$ cat config.mk
export PLATFORM = sky130hd
export DESIGN_NAME = ptma_ram
export DESIGN_NICKNAME = d
export VERILOG_FILES = /design/src/rtl/ptma_ram.sv
export SDC_FILE = /design/constraint.sdc
export NUM_CORES = 1
export LEC_CHECK = 0
export BUFFER_PORTS_ARGS = -buffer_cell sky130_fd_sc_hd__buf_2
export CAP_MARGIN = 25
export CELL_PAD_IN_SITES_DETAIL_PLACEMENT = 0
export CELL_PAD_IN_SITES_GLOBAL_PLACEMENT = 1
export CORE_MARGIN = 2
export CORE_UTILIZATION = 51
export CTS_CLUSTER_DIAMETER = 100
export DETAILED_ROUTE_END_ITERATION = 10
export PLACE_DENSITY = 0.75
export SLEW_MARGIN = 20
export SYNTH_ARGS = -nofsm -noshare
export SYNTH_HDL_FRONTEND = slang
export SYNTH_SLANG_ARGS = --single-unit
$ cat constraint.sdc
create_clock -name i_clk -period 2 [get_ports i_clk]
set_input_delay 0.2 -clock i_clk [delete_from_list [all_inputs] [get_ports i_clk]]
set_output_delay 0.2 -clock i_clk [all_outputs]
set_load 0.005 [all_outputs]
$ cat src/rtl/ptma_ram.sv
// Generic single-port-write, single-port-read RAM with registered read data.
module ptma_ram #(
    parameter int WIDTH = 8,
    parameter int DEPTH = 16
) (
    input  logic                     i_clk,
    input  logic                     i_we,
    input  logic [$clog2(DEPTH)-1:0] i_waddr,
    input  logic [WIDTH-1:0]         i_wdata,
    input  logic [$clog2(DEPTH)-1:0] i_raddr,
    output logic [WIDTH-1:0]         o_rdata
);
    logic [WIDTH-1:0] r_mem [DEPTH];

    always_ff @(posedge i_clk) begin
        if (i_we) begin
            r_mem[i_waddr] <= i_wdata;
        end
        o_rdata <= r_mem[i_raddr];
    end
endmodule

-- Word-level counts from Yosys, hierarchy flattened
Memory sizes are Yosys's and may differ from the RTL's. A register that Yosys moved wholly into a read port is not among the register bits.
Index checks and enable logic that the tools add are counted.
- input port bits: 18
- bits in read-only memories: 0
- output and inout bits: 8
- RAM bits: 128
- register bits: 0
- bits in latches: 0
- word-level logic and storage cells: 3
- memories: 1
- divide/modulo/power cells: 0
- muxes and demuxes: 2
- order comparisons: 0
- shifts and indexed selects: 0
- reductions and logical operators: 0
- $mul: 0
- eq/ne operators: 0
- add/subtract/negate cells: 0
- bitwise operators: 0
- memories (memory ; depth ; width ; rd ports ; clocked after Yosys merged registers in ; write ports ; line ; source):
    r_mem ; 16 ; 8 ; 1 ; 1 ; 1 ; 13 ; logic [WIDTH-1:0] r_mem [DEPTH];
- operator list (operator ; number):
    $mux 1 ; 2

-- Longest topological paths before layout
- depth in word-level cells: 2
- depth in mapped cells: 5
- mapped depth without buffers: 3

-- Least setup slack after synthesis
OpenSTA, ideal clock, no wires.
- kind: in2reg
- start point: in i_waddr[2]
- end point: mem r_mem[0][0], enable pin
- buffers on the path: 0
- library setup time: 383 ps
- data required time: 1617 ps
- arrival: 1310 ps
- stages: 2
- slack: 307 ps
- cells stage by stage: or3b_2 nor3_1
- RTL lines (item ; line ; source):
    start: declaration ; 8 ; input logic [$clog2(DEPTH)-1:0] i_waddr,
    end: declaration ; 13 ;
Straight into the memory's write port.

==> results.py <==
metrics = {
    "final_layout": {
        "fin_nets": 303,
        "drive_above_1_share": 0.319,
        "fillers": 706,
        "fin_area_um2": 6140,
        "diodes": 0,
        "area_growth_pct": 19.2,
    },
    "global_routing": {
        "grt_max_degree": 33,
        "grt_overflow": 0,
        "grtUsageTotal": 0.186,
        "antenna_found_initial": 0,
        "grt_pass1_wl_mm": 14.4,
        "grt_pass1_vias": 2506,
    },
    "floorplanning": {
        "coreArea_um2": 9770,
        "die-area_um2": 10900,
        "pin_count": 26,
        "die_y_um": 104,
        "rows": 36,
        "initial_core_util": 0.527,
        "die_x_um": 104,
    },
    "drt": {
        "wirelength_mm": 9.25,
        "antenna_left": 0,
        "drtPass1Iterations": 4,
        "drc": 0,
        "viasPerCell": 5.59,
        "wl_per_cell_um": 21.5,
        "drtIter0Drc": 205,
        "num_vias": 2409,
    },
    "power": {
        "p_leak_nw": 2.11,
        "powerDensity_nw_per_um2": 1060,
        "max-vdd-ir-drop_v": 0.000502,
    },
    "setup_path": {
        "r2r_setup_slack_ns": 0.65,
        "reg2regPathDepth": 3,
        "crit_type": "reg -> reg",
        "rr_startpoint": "r_mem[5][2]",
        "endpoint_kind": "register",
        "path_max_fanout": 1,
        "startpoint": "r_mem[5][2]",
        "r2r-end": "o_rdata[2]",
        "start_kind": "register",
        "crit_required_ns": 2.40,
        "critPathArrivalTime_ns": 1.75,
    },
    "sta": {
        "min_period_ns": 1.35,
        "rsz0062_at_grt": "no",
        "slew_violations": 0,
        "slew_headroom": 0.743,
        "period_share": 0.676,
        "setup-tns-final_ns": 0,
        "fmax_mhz": 740,
        "hold_viol": 0,
        "setup-violations-final": 0,
        "tightest_slew_ns": 0.386,
        "clock_skew_ns": 0.00562,
    },
    "clock_network": {
        "post_cts_buffers": 0,
        "clkSlewWorstSetupHoldPaths_ns": 0.06,
        "cts_tree": "yes",
        "cts_buffer_depth": 2,
        "cts_htree_levels": 4,
        "numCtsBuffers": 17,
        "ctsResizeCount": 0,
        "root_buffer": "clkbuf_8",
        "holdBufCountCts": 0,
        "clk_latency_ns": 0.51,
        "cts.sinks": 136,
    },
    "hold_path": {
        "hp-class": "in -> reg",
        "hold_end": "r_mem[0][3]",
        "hold_path_depth": 1,
        "min_from": "i_wdata[3]",
    },
    "status": {
        "outcome": "complete, no violations",
    },
    "synthesis": {
        "syn_nets": 247,
        "ys_ff_latch": 136,
        "synth_area_um2": 5150,
        "seq_area_frac_synth": 0.778,
        "synth_cell_types": 19,
        "syn_area_per_cell_um2": 22.5,
        "synthCells": 229,
        "yosys_warnings": 0,
    },
    "placement": {
        "placed_area_um2": 5560,
        "gp_congestion": 0.762,
        "hpwlAfterDp_mm": 5.82,
        "port_buffers": 25,
    },
    "flow_run": {
        "drv_cap": 0,
    },
}
[power by group]
group | internal, W | switching (W)
combinational | 0.000134 | 0.000162
clock | 0.00192 | 0.00106
sequential | 0.00319 | 0.0000176
total | 0.00524 | 0.00124
[area by class of cell]
cell class,instances,area (um2),area share
clock buffer,23,487,0.0793
clock inverter,9,95.1,0.0155
multi-input combinational,83,1060,0.172
sequential,136,4000,0.652
tap,133,166,0.0271
timing repair buffer,47,328,0.0534
[flip-flops by register name (all words and copies together), names as in the netlist]
register,count
o_rdata,8
r_mem,128
[synth_stat cells, drive strengths merged]
cell type / number / share of area
a22oi: 16 / 0.023
and2: 1 / 0.0012
and2b: 1 / 0.0015
buf: 7 / 0.011
clkdlybuf4s25: 3 / 0.0058
dfxtp: 8 / 0.031
edfxtp: 128 / 0.75
mux4: 32 / 0.15
nand2: 9 / 0.0066
nand2b: 2 / 0.0024
nand3: 1 / 0.00097
nand3b: 2 / 0.0029
nor2: 13 / 0.0095
nor2b: 1 / 0.0012
nor3: 4 / 0.0039
or3b: 1 / 0.0017
[how the worst max path moves through the flow]
stage                        endpoint  slack, ns  depth (start not counted)
final                      o_rdata[2]       0.65                          3
after global routing       o_rdata[2]       0.57                          3
after CTS                  o_rdata[2]       0.63                          3
after detailed placement   o_rdata[2]       0.31                          5
after global placement     o_rdata[2]       0.31                          5
after floorplan           r_mem[0][0]       0.31                          2
[cells in the final DEF (no fill, tap or decap), types with 3 or more instances in the layout]
cell / instances
buf_2: 25
clkbuf_16: 16
edfxtp_1: 128
nor2_1: 13
dfxtp_1: 8
a22oi_1: 16
clkbuf_8: 6
nand2_1: 9
buf_12: 3
mux4_2: 18
clkinv_2: 4
nor3_1: 4
buf_4: 19
mux4_1: 14
[per-layer routing]
layer	vias up	share of wire	global-route usage	wire length, um
met3	10	0.042	0.0514	386
met2	65	0.50	0.294	4630
met1	1250	0.44	0.247	4120
met4	0	0.012	0.0782	115
li1	1084	-	-	-
met5	-	0	0	0
[worst max-delay path, stage by stage, from the launching register on]
cell	delay [ns]
edfxtp_1	0.36
mux4_1	0.55
a22oi_1	0.25
nand2_1	0.08
[metrics by stage]
step                       util  hold slack, ns  total power (W)  setup slack (ns)  std cells
after floorplan               -           0.299          0.00342             0.307        229
after global placement    0.568           0.579          0.00356             0.308        399
after detailed placement  0.568           0.576          0.00356             0.306        399
after CTS                 0.628          0.0408          0.00654             0.633        431
after global routing      0.628          0.0549          0.00669             0.572        431
final                     0.628          0.0675          0.00649             0.649        431
[kinds of logic (layout without fill, tap and decap cells)]
group,Yosys count,count (layout),synth area share
flops,136,136,0.778
mux,32,32,0.150
compound gates,16,16,0.0233
simple gates,35,35,0.0318
buf+inv,10,79,0.0168
(Power assumes the default switching activity.)
